<file path="src/hdl/i2cmbe_pkg.sv">
// ----------------------------------------------------------------------------
// i2cmbe_pkg: shared types and constants of the I2C master bit engine
// Command codes, sequence steps, the queued item word and the register set.
// ----------------------------------------------------------------------------
package i2cmbe_pkg;

  localparam int BITS_PER_BYTE = 8;

  // Front-to-back queue
  localparam int QDEPTH = 2;
  localparam int QPTR_W = $clog2(QDEPTH);
  localparam int QCNT_W = $clog2(QDEPTH + 1);

  // Configuration port
  localparam int CFG_IDX_W  = 2;
  localparam int CFG_DATA_W = 16;
  localparam logic [CFG_IDX_W-1:0] CFG_HALF_PERIOD = 2'd0;
  localparam logic [CFG_IDX_W-1:0] CFG_ACK_TIMEOUT = 2'd1;

  localparam logic [15:0] HALF_PERIOD_RST = 16'd250;
  localparam logic [7:0]  ACK_POLLS_RST   = 8'd200;

  typedef enum logic [2:0] {
    CMD_START    = 3'd0,
    CMD_STOP     = 3'd1,
    CMD_WRITE    = 3'd2,
    CMD_READ     = 3'd3,
    CMD_WAIT_ACK = 3'd4,
    CMD_ACK      = 3'd5,
    CMD_NACK     = 3'd6
  } cmd_t;

  typedef enum logic [2:0] {
    SEQ_S0 = 3'd0,
    SEQ_S1 = 3'd1,
    SEQ_S2 = 3'd2,
    SEQ_S3 = 3'd3,
    SEQ_S4 = 3'd4,
    SEQ_S5 = 3'd5,
    SEQ_S6 = 3'd6
  } step_t;

  // One classified tick as it travels through the queue
  typedef struct packed {
    logic       cmd_start;  // valid command with a defined opcode
    cmd_t       opcode;
    logic [7:0] wbyte;
    logic       sda;
  } item_t;

  typedef struct packed {
    logic [15:0] half_period;
    logic [7:0]  ack_limit;
  } cfg_t;

endpackage

</file>
<file path="src/hdl/i2cmbe_front.sv">
// ----------------------------------------------------------------------------
// i2cmbe_front: tick intake
// Classifies each incoming tick and parks it in a short queue for the engine.
// ----------------------------------------------------------------------------
module i2cmbe_front (
  input  logic               clk,
  input  logic               rst,
  input  logic               in_valid,
  output logic               in_stall,
  input  logic               cmd_valid,
  input  logic [2:0]         opcode,
  input  logic [7:0]         write_byte,
  input  logic               sda_in,
  output logic               q_valid,
  output i2cmbe_pkg::item_t  q_item,
  input  logic               q_pop
);
  import i2cmbe_pkg::*;

  item_t             q_mem [QDEPTH];
  logic [QPTR_W-1:0] wr_ptr;
  logic [QPTR_W-1:0] rd_ptr;
  logic [QCNT_W-1:0] count;
  logic              push;
  item_t             item_in;

  function automatic logic [QPTR_W-1:0] ptr_inc(input logic [QPTR_W-1:0] p);
    return (p == QPTR_W'(QDEPTH - 1)) ? '0 : p + 1'b1;
  endfunction

  // opcode seven is no command at all
  always_comb begin
    item_in.cmd_start = cmd_valid && (opcode <= 3'(CMD_NACK));
    item_in.opcode    = cmd_t'(opcode);
    item_in.wbyte     = write_byte;
    item_in.sda       = sda_in;
  end

  assign in_stall = (count == QCNT_W'(QDEPTH));
  assign push     = in_valid && !in_stall;
  assign q_valid  = (count != '0);
  assign q_item   = q_mem[rd_ptr];

  always_ff @(posedge clk) begin
    if (push) begin
      q_mem[wr_ptr] <= item_in;
    end
  end

  always_ff @(posedge clk) begin
    if (rst) begin
      wr_ptr <= '0;
      rd_ptr <= '0;
      count  <= '0;
    end else begin
      if (push) begin
        wr_ptr <= ptr_inc(wr_ptr);
      end
      if (q_pop) begin
        rd_ptr <= ptr_inc(rd_ptr);
      end
      case ({push, q_pop})
        2'b10:   count <= count + 1'b1;
        2'b01:   count <= count - 1'b1;
        default: count <= count;
      endcase
    end
  end

endmodule

</file>
<file path="src/hdl/i2cmbe_back.sv">
// ----------------------------------------------------------------------------
// i2cmbe_back: bus sequencer and output register
// Plays one tick per cycle through the command sequences, unless stalled.
// ----------------------------------------------------------------------------
module i2cmbe_back (
  input  logic               clk,
  input  logic               rst,
  input  i2cmbe_pkg::cfg_t   cfg,
  input  logic               q_valid,
  input  i2cmbe_pkg::item_t  q_item,
  output logic               q_pop,
  output logic               out_valid,
  input  logic               out_stall,
  output logic               scl_level,
  output logic               sda_level,
  output logic               sda_enable,
  output logic               busy_res,
  output logic               done_res,
  output logic [7:0]         read_byte,
  output logic               ack_failed
);
  import i2cmbe_pkg::*;

  // sequencer state
  logic        busy, busy_next;
  cmd_t        cmd, cmd_next;
  step_t       step, step_next;
  logic [15:0] delay, delay_next;
  // datapath
  logic [3:0]  bit_idx, bit_idx_next;
  logic [7:0]  shift, shift_next;
  logic [7:0]  poll, poll_next;
  logic        scl, scl_next;
  logic        sda, sda_next;
  logic        sden, sden_next;
  logic [7:0]  rd, rd_next;
  logic        af, af_next;

  logic        run;
  logic        done;
  cmd_t        eff_cmd;
  step_t       eff_step;
  logic [7:0]  poll_inc;
  logic        timeout;
  logic [3:0]  bit_inc;
  logic        more_bits;
  logic        ld;
  step_t       ld_step;

  assign q_pop = q_valid && (!out_valid || !out_stall);

  // A sequence step runs on a new command or when the phase delay expires
  assign run       = busy ? (delay <= 16'd1) : q_item.cmd_start;
  assign eff_cmd   = busy ? cmd : q_item.opcode;
  assign eff_step  = busy ? step : SEQ_S0;
  assign poll_inc  = poll + 8'd1;
  assign timeout   = (poll_inc >= cfg.ack_limit);
  assign bit_inc   = bit_idx + 4'd1;
  assign more_bits = (bit_inc < 4'(BITS_PER_BYTE));

  // Next state: step, command, delay, busy and done
  always_comb begin
    busy_next  = busy;
    cmd_next   = cmd;
    step_next  = step;
    delay_next = delay;
    done       = 1'b0;
    ld         = 1'b0;
    ld_step    = SEQ_S0;

    if (!busy) begin
      if (q_item.cmd_start) begin
        busy_next  = 1'b1;
        cmd_next   = q_item.opcode;
        step_next  = SEQ_S0;
        delay_next = '0;
      end
    end else if (delay > 16'd1) begin
      delay_next = delay - 16'd1;
    end else begin
      delay_next = '0;
    end

    if (run) begin
      unique case (eff_cmd) inside
        CMD_START, CMD_STOP: begin
          unique case (eff_step) inside
            SEQ_S0: begin ld = 1'b1; ld_step = SEQ_S1; end
            SEQ_S1: begin ld = 1'b1; ld_step = SEQ_S2; end
            SEQ_S2: begin ld = 1'b1; ld_step = SEQ_S3; end
            SEQ_S3: begin ld = 1'b1; ld_step = SEQ_S4; end
            SEQ_S4: begin ld = 1'b1; ld_step = SEQ_S5; end
            default: done = 1'b1;
          endcase
        end
        CMD_WRITE: begin
          unique case (eff_step) inside
            SEQ_S0, SEQ_S1: begin ld = 1'b1; ld_step = SEQ_S2; end
            SEQ_S2: begin ld = 1'b1; ld_step = SEQ_S3; end
            SEQ_S3: begin ld = 1'b1; ld_step = SEQ_S4; end
            SEQ_S4: begin ld = 1'b1; ld_step = more_bits ? SEQ_S2 : SEQ_S6; end
            SEQ_S5: begin ld = 1'b1; ld_step = SEQ_S6; end
            default: done = 1'b1;
          endcase
        end
        CMD_READ: begin
          unique case (eff_step) inside
            SEQ_S0, SEQ_S1: begin ld = 1'b1; ld_step = SEQ_S2; end
            SEQ_S2: begin ld = 1'b1; ld_step = SEQ_S3; end
            SEQ_S3: begin ld = 1'b1; ld_step = more_bits ? SEQ_S1 : SEQ_S4; end
            default: done = 1'b1;
          endcase
        end
        CMD_WAIT_ACK: begin
          unique case (eff_step) inside
            SEQ_S0: begin ld = 1'b1; ld_step = SEQ_S1; end
            SEQ_S1: begin ld = 1'b1; ld_step = SEQ_S2; end
            SEQ_S2: begin
              if (!q_item.sda) begin
                ld      = 1'b1;
                ld_step = SEQ_S3;
              end else if (timeout) begin
                // give up: switch to a stop command, skipping to its step S1
                cmd_next = CMD_STOP;
                ld       = 1'b1;
                ld_step  = SEQ_S1;
              end else begin
                step_next = SEQ_S2;  // poll again next tick
              end
            end
            default: done = 1'b1;
          endcase
        end
        CMD_ACK, CMD_NACK: begin
          unique case (eff_step) inside
            SEQ_S0: begin ld = 1'b1; ld_step = SEQ_S1; end
            SEQ_S1: begin ld = 1'b1; ld_step = SEQ_S2; end
            SEQ_S2: begin ld = 1'b1; ld_step = SEQ_S3; end
            default: done = 1'b1;
          endcase
        end
        default: done = 1'b1;
      endcase
    end

    if (ld) begin
      step_next  = ld_step;
      delay_next = cfg.half_period;
    end
    if (done) begin
      busy_next  = 1'b0;
      step_next  = SEQ_S0;
      delay_next = '0;
    end
  end

  // Outputs: line levels, shifter, poll count, read byte, ack flag
  always_comb begin
    bit_idx_next = bit_idx;
    shift_next   = shift;
    poll_next    = poll;
    scl_next     = scl;
    sda_next     = sda;
    sden_next    = sden;
    rd_next      = rd;
    af_next      = af;

    if (run) begin
      unique case (eff_cmd) inside
        CMD_START: begin
          unique case (eff_step) inside
            SEQ_S0: begin sden_next = 1'b1; scl_next = 1'b1; end
            SEQ_S1: sda_next = 1'b1;
            SEQ_S3: sda_next = 1'b0;
            SEQ_S4: scl_next = 1'b0;
            default: ;
          endcase
        end
        CMD_STOP: begin
          unique case (eff_step) inside
            SEQ_S0: begin sden_next = 1'b1; scl_next = 1'b0; end
            SEQ_S1: sda_next = 1'b0;
            SEQ_S2: scl_next = 1'b1;
            SEQ_S3: sda_next = 1'b1;
            default: ;
          endcase
        end
        CMD_WRITE: begin
          unique case (eff_step) inside
            SEQ_S0: begin
              sden_next    = 1'b1;
              shift_next   = q_item.wbyte;
              bit_idx_next = '0;
            end
            SEQ_S2: sda_next = shift[7];
            SEQ_S3: scl_next = 1'b1;
            SEQ_S4: begin
              scl_next     = 1'b0;
              shift_next   = {shift[6:0], 1'b0};
              bit_idx_next = bit_inc;
            end
            default: ;
          endcase
        end
        CMD_READ: begin
          unique case (eff_step) inside
            SEQ_S0: begin
              sden_next    = 1'b0;
              shift_next   = '0;
              bit_idx_next = '0;
            end
            SEQ_S1: ;
            SEQ_S2: scl_next = 1'b1;
            SEQ_S3: begin
              shift_next   = {shift[6:0], q_item.sda};
              scl_next     = 1'b0;
              bit_idx_next = bit_inc;
            end
            default: rd_next = shift;  // command completes
          endcase
        end
        CMD_WAIT_ACK: begin
          unique case (eff_step) inside
            SEQ_S0: begin sden_next = 1'b0; af_next = 1'b0; poll_next = '0; end
            SEQ_S1: scl_next = 1'b1;
            SEQ_S2: begin
              if (!q_item.sda) begin
                scl_next = 1'b0;
              end else begin
                poll_next = poll_inc;
                if (timeout) begin
                  af_next   = 1'b1;
                  sden_next = 1'b1;
                  scl_next  = 1'b0;
                end
              end
            end
            default: ;
          endcase
        end
        CMD_ACK, CMD_NACK: begin
          unique case (eff_step) inside
            SEQ_S0: begin sden_next = 1'b1; sda_next = (eff_cmd == CMD_NACK); end
            SEQ_S1: scl_next = 1'b1;
            SEQ_S2: scl_next = 1'b0;
            default: ;
          endcase
        end
        default: ;
      endcase
    end
  end

  always_ff @(posedge clk) begin
    if (rst) begin
      busy    <= 1'b0;
      cmd     <= CMD_START;
      step    <= SEQ_S0;
      delay   <= '0;
      bit_idx <= '0;
      shift   <= '0;
      poll    <= '0;
      scl     <= 1'b1;
      sda     <= 1'b1;
      sden    <= 1'b0;
      rd      <= '0;
      af      <= 1'b0;
    end else if (q_pop) begin
      busy    <= busy_next;
      cmd     <= cmd_next;
      step    <= step_next;
      delay   <= delay_next;
      bit_idx <= bit_idx_next;
      shift   <= shift_next;
      poll    <= poll_next;
      scl     <= scl_next;
      sda     <= sda_next;
      sden    <= sden_next;
      rd      <= rd_next;
      af      <= af_next;
    end
  end

  // Output register
  always_ff @(posedge clk) begin
    if (rst) begin
      out_valid <= 1'b0;
    end else if (q_pop) begin
      out_valid <= 1'b1;
    end else if (!out_stall) begin
      out_valid <= 1'b0;
    end
  end

  always_ff @(posedge clk) begin
    if (q_pop) begin
      scl_level  <= scl_next;
      sda_level  <= sda_next;
      sda_enable <= sden_next;
      busy_res   <= busy_next;
      done_res   <= done;
      read_byte  <= rd_next;
      ack_failed <= af_next;
    end
  end

endmodule

</file>
<file path="src/hdl/i2c_master_bit_engine_core.sv">
// ----------------------------------------------------------------------------
// i2c_master_bit_engine_core: I2C master bit-level engine
// Each input word is one bus tick; each tick gives one output word with the
// driven SCL/SDA levels and command status.
// ----------------------------------------------------------------------------
//
//  channel | handshake            | word
//  --------+----------------------+-----------------------------------------
//  in      | in_valid / in_stall  | cmd_valid, opcode, write_byte, sda_in
//  out     | out_valid / out_stall| scl_level, sda_level, sda_enable,
//          |                      | busy_res, done_res, read_byte, ack_failed
//  cfg     | cfg_valid / cfg_ready| cfg_index, cfg_data
//
//  One tick word is taken per cycle, back to back, while in_stall is low;
//  the sequencer retires one tick per cycle unless the output stalls, which sets
//  the rate. A tick passes the queue entry, then the output register.
//  Reset (rst, synchronous) empties the queue, puts the sequencer's line state
//  at idle (SCL and SDA high, SDA released) and loads the default register values.
//  A stalled output holds its word; the two-entry queue absorbs the tick in
//  flight, and in_stall rises only when both entries are full.
//  cfg_ready is always high; the user must see that registers are written
//  only while the engine is idle, as the block itself does not enforce it.
module i2c_master_bit_engine_core (
  input  logic                             clk,
  input  logic                             rst,
  // tick input
  input  logic                             in_valid,
  output logic                             in_stall,
  input  logic                             cmd_valid,
  input  logic [2:0]                       opcode,
  input  logic [7:0]                       write_byte,
  input  logic                             sda_in,
  // tick result
  output logic                             out_valid,
  input  logic                             out_stall,
  output logic                             scl_level,
  output logic                             sda_level,
  output logic                             sda_enable,
  output logic                             busy_res,
  output logic                             done_res,
  output logic [7:0]                       read_byte,
  output logic                             ack_failed,
  // register writes
  input  logic                             cfg_valid,
  output logic                             cfg_ready,
  input  logic [i2cmbe_pkg::CFG_IDX_W-1:0]  cfg_index,
  input  logic [i2cmbe_pkg::CFG_DATA_W-1:0] cfg_data
);
  import i2cmbe_pkg::*;

  cfg_t  cfg;
  logic  q_valid;
  item_t q_item;
  logic  q_pop;

  assign cfg_ready = 1'b1;

  // Register file; indexes past the list are dropped
  always_ff @(posedge clk) begin
    if (rst) begin
      cfg.half_period <= HALF_PERIOD_RST;
      cfg.ack_limit   <= ACK_POLLS_RST;
    end else if (cfg_valid && cfg_ready) begin
      unique case (cfg_index)
        CFG_HALF_PERIOD: cfg.half_period <= cfg_data;
        CFG_ACK_TIMEOUT: cfg.ack_limit   <= cfg_data[7:0];
        default: ;
      endcase
    end
  end

  i2cmbe_front u_front (
    .clk        (clk),
    .rst        (rst),
    .in_valid   (in_valid),
    .in_stall   (in_stall),
    .cmd_valid  (cmd_valid),
    .opcode     (opcode),
    .write_byte (write_byte),
    .sda_in     (sda_in),
    .q_valid    (q_valid),
    .q_item     (q_item),
    .q_pop      (q_pop)
  );

  i2cmbe_back u_back (
    .clk        (clk),
    .rst        (rst),
    .cfg        (cfg),
    .q_valid    (q_valid),
    .q_item     (q_item),
    .q_pop      (q_pop),
    .out_valid  (out_valid),
    .out_stall  (out_stall),
    .scl_level  (scl_level),
    .sda_level  (sda_level),
    .sda_enable (sda_enable),
    .busy_res   (busy_res),
    .done_res   (done_res),
    .read_byte  (read_byte),
    .ack_failed (ack_failed)
  );

endmodule

</file>
<file path="config.mk">
export PLATFORM = sky130hd
export DESIGN_NAME = i2c_master_bit_engine_core
export DESIGN_NICKNAME = d
export VERILOG_FILES = /design/src/hdl/i2cmbe_pkg.sv /design/src/hdl/i2cmbe_front.sv /design/src/hdl/i2cmbe_back.sv /design/src/hdl/i2c_master_bit_engine_core.sv
export SDC_FILE = /design/constraint.sdc
export NUM_CORES = 1
export LEC_CHECK = 0
export BUFFER_PORTS_ARGS = -buffer_cell sky130_fd_sc_hd__buf_2
export CAP_MARGIN = 40
export CELL_PAD_IN_SITES_DETAIL_PLACEMENT = 2
export CELL_PAD_IN_SITES_GLOBAL_PLACEMENT = 2
export CORE_ASPECT_RATIO = 1.5
export CORE_MARGIN = 2
export CORE_UTILIZATION = 42
export DETAILED_ROUTE_END_ITERATION = 12
export PLACE_DENSITY_LB_ADDON = 0.1
export REMOVE_ABC_BUFFERS = 1
export SLEW_MARGIN = 40
export SYNTH_ARGS = -nofsm -noshare
export SYNTH_HDL_FRONTEND = slang
export SYNTH_HIERARCHICAL = 1
export SYNTH_SLANG_ARGS = --single-unit
export TNS_END_PERCENT = 100
</file>
<file path="constraint.sdc">
create_clock -name clk -period 4.2 [get_ports clk]
set_input_delay 0.84 -clock clk [delete_from_list [all_inputs] [get_ports clk]]
set_output_delay 0.84 -clock clk [all_outputs]
set_load 0.01 [all_outputs]
</file>
==> run_results.csv <==
group,metric,value,unit
outcome,status,"finished, final reports clean",
cells_and_area,final_common_cell,"dfxtp_1",
sta,fin_setup_tns,0,ns
sta,skew,0.00767,ns
placed_design,io_buffers,51,
logic_synthesis,yosys.area.top_type_share,25.8,%
pwr,power,4.86,mW
logic_synthesis,synth-edff-count,40,
floorplan,core,15500,um2
cells_and_area,nNetsFinal,765,
placed_design,hpwl,14.8,mm
setup_path,worstPathRequired,4.57,ns
logic_synthesis,synth-async-reset-ratio,0,%
detailed_routing,drcViolationCount,0,
floorplan,die_area,16700,um2
grt,grt_overflow,0,
cells_and_area,final_cell_mix,"83 x dfxtp_1, 70 x nor2_1, 51 x buf_2, 43 x mux2i_1, 40 x edfxtp_1",
pwr,p_leak,2.92,nW
sta,setup_viol,0,
clock_network,ctsResizeCount,0,
cells_and_area,fin_area,7570,um2
setup_path,worstSetupPathType,"reg2reg",
clock_network,htree_levels,4,
clock_network,path_clk_slew,0.06,ns
grt,grt_pass1_wl,33.4,mm
clock_network,ctsLongestPathBuffers,2,
floorplan,initial_core_util,42.6,%
cells_and_area,fillers,1668,
grt,grt_pass1_vias,6002,
logic_synthesis,yosysTopAreaCell,"dfxtp_1",
logic_synthesis,synthFlopType,"dfxtp_1",
sta,fmax,0.302,GHz
detailed_routing,final_antenna_net_count,0,
clock_network,cts_hold_buf,0,
hold_path,whs_path_depth,2,
floorplan,fp-row-count,56,
clock_network,cts_root_buffer,"clkbuf_16",
floorplan,dieHeight,157,um
logic_synthesis,yosys_register_bits,125,
grt,grt_max_degree,48,
sta,hold_viol,0,
sta,whs,0.477,ns
logic_synthesis,syn_inst,675,
detailed_routing,drt_first_pass_iters,4,
cells_and_area,drive_gt1_share,19.2,%
placed_design,gp_congestion,0.896,
setup_path,reg2regPathDepth,7,
sta,rsz0062_at_grt,"no",
setup_path,arrival,3.68,ns
clock_network,cts.sinks,125,
floorplan,io_pins,53,
detailed_routing,drt-total-wl,21.2,mm
hold_path,hp-start,"cfg[17]",
logic_synthesis,synth.top_cells.by_area,"dfxtp_1 26%, edfxtp_1 18%, mux2i_1 6.5%",
detailed_routing,vias_per_cell,5.90,
sta,finalCritPeriodShare,78.8,%
sta,maxSlewViolCount,0,
pwr,power.density,642,nW/um2
clock_network,cts_buffers,17,
setup_path,timing.critical_path.fanout_max,18,
clock_network,cts_setup_buffers,0,
hold_path,min_path_type,"reg2reg",
placed_design,placed_area,6980,um2
clock_network,cts_tree,"yes",
logic_synthesis,ys_types,76,
logic_synthesis,synth_area,6600,um2
setup_path,crit_path_end_kind,"flop",
sta,timing.slew.headroom,47.0,%
sta,worstMarginPinSlew,0.789,ns
setup_path,worst_setup_path_start_kind,"flop",
cells_and_area,syn2layout_area_growth,14.7,%
logic_synthesis,syn_avg_cell_area,9.77,um2
cells_and_area,diodes,0,
pwr,vdd_ir_drop_max,267,uV
logic_synthesis,yosysWarnings,6,
grt,grt.total_usage,26.3,%
detailed_routing,vias,5495,
flow_run,drv_cap,0,
detailed_routing,dr.first_iter.drc_count,187,
floorplan,die_w,106,um
clock_network,worstSkewPairLatency,0.43,ns
logic_synthesis,ys_seq_area_share,44.0,%
grt,antenna_found_initial,0,
detailed_routing,routedWlPerCell,22.7,um
sta,fin_crit,3.31,ns
## critical path: stages, from the launching register on
cell	delay (ns)
dfxtp_1	0.67
mux2_2	0.51
and4b_1	0.23
a31o_2	0.21
a211oi_1	0.26
nor3b_1	0.37
and3_1	0.70
a221o_1	0.28
## report_power, final
group,switching (mW),internal [mW],total (mW)
clock,0.607,0.831,1.44
sequential,0.210,1.47,1.68
combinational,1.10,0.637,1.74
total,1.92,2.94,4.86
## per-stage QoR
step	setup WS (ns)	cells	util, %
global placement	1.07	900	45.1
floorplan	1.42	636	-
global route	0.612	932	48.9
finish	0.891	932	48.9
CTS	0.887	932	48.8
detailed placement	0.960	900	45.1
## state kept, by name, indices dropped and copies added, names as in the netlist, 2 cells and up, named ones only
register	flops
cfg	24
u_back/bit_idx	4
u_back/cmd	3
u_back/delay	16
u_back/poll	8
u_back/rd	8
u_back/read_byte	8
u_back/shift	8
u_back/step	3
u_front/count	2
u_front/q_mem	26
## layer usage
layer  routed length (um)  track usage, %
met1                 7720            26.8
met2                12200            52.3
met3                  657            3.44
met4                  556            11.6
met5                    0               0
## cells in the mapped netlist (4+ instances only)
cell type  count
dfxtp_1       85
nor2_1        70
mux2i_1       43
edfxtp_1      40
nand2_1       37
a21oi_1       31
nand2b_1      28
inv_1         26
nand3_1       24
clkbuf_1      23
o21ai_0       23
mux2_2        22
a221o_1       13
ha_1          13
a31oi_1        9
nor3_1         9
xnor2_1        9
buf_2          8
nand3b_1       8
nor4_1         8
o2bb2ai_1      8
xor2_1         8
a21boi_0       7
and3_1         7
o211ai_1       7
a211o_1        6
nor3b_1        6
or3_1          6
a211oi_1       5
nand4_1        4
nor2b_1        4
o32ai_1        4
## logic make-up after synthesis
group / Yosys count / share of synthesized area (%)
xor gates and xnor gates: 17 / 2.26
and+or+nand+nor: 241 / 20.2
DFF: 125 / 44.0
muxes: 65 / 10.3
other: 1 / 0.0569
AOI/OAI and AO/OA: 147 / 16.1
buffers and inverters: 66 / 4.55
adders and majority gates: 13 / 2.47
## final timing paths
kind / endpoint / slack, ns
worst min-delay path: cfg[17] / 0.48
worst max register to register: u_back/delay[12] / 0.89
worst max-delay path: u_back/delay[12] / 0.89
worst min register to register: cfg[17] / 0.48
## final cells by class
type                            count  area (um2)  area share [%]
Clock buffer                       17         425            5.62
Inverter                           27         101            1.34
Tap cell                          203         254            3.36
Multi-Input combinational cell    484        3400            44.9
Clock inverter                     15         150            1.98
Sequential cell                   125        2910            38.4
Timing Repair Buffer               61         330            4.37
(Power assumes the default switching activity.)
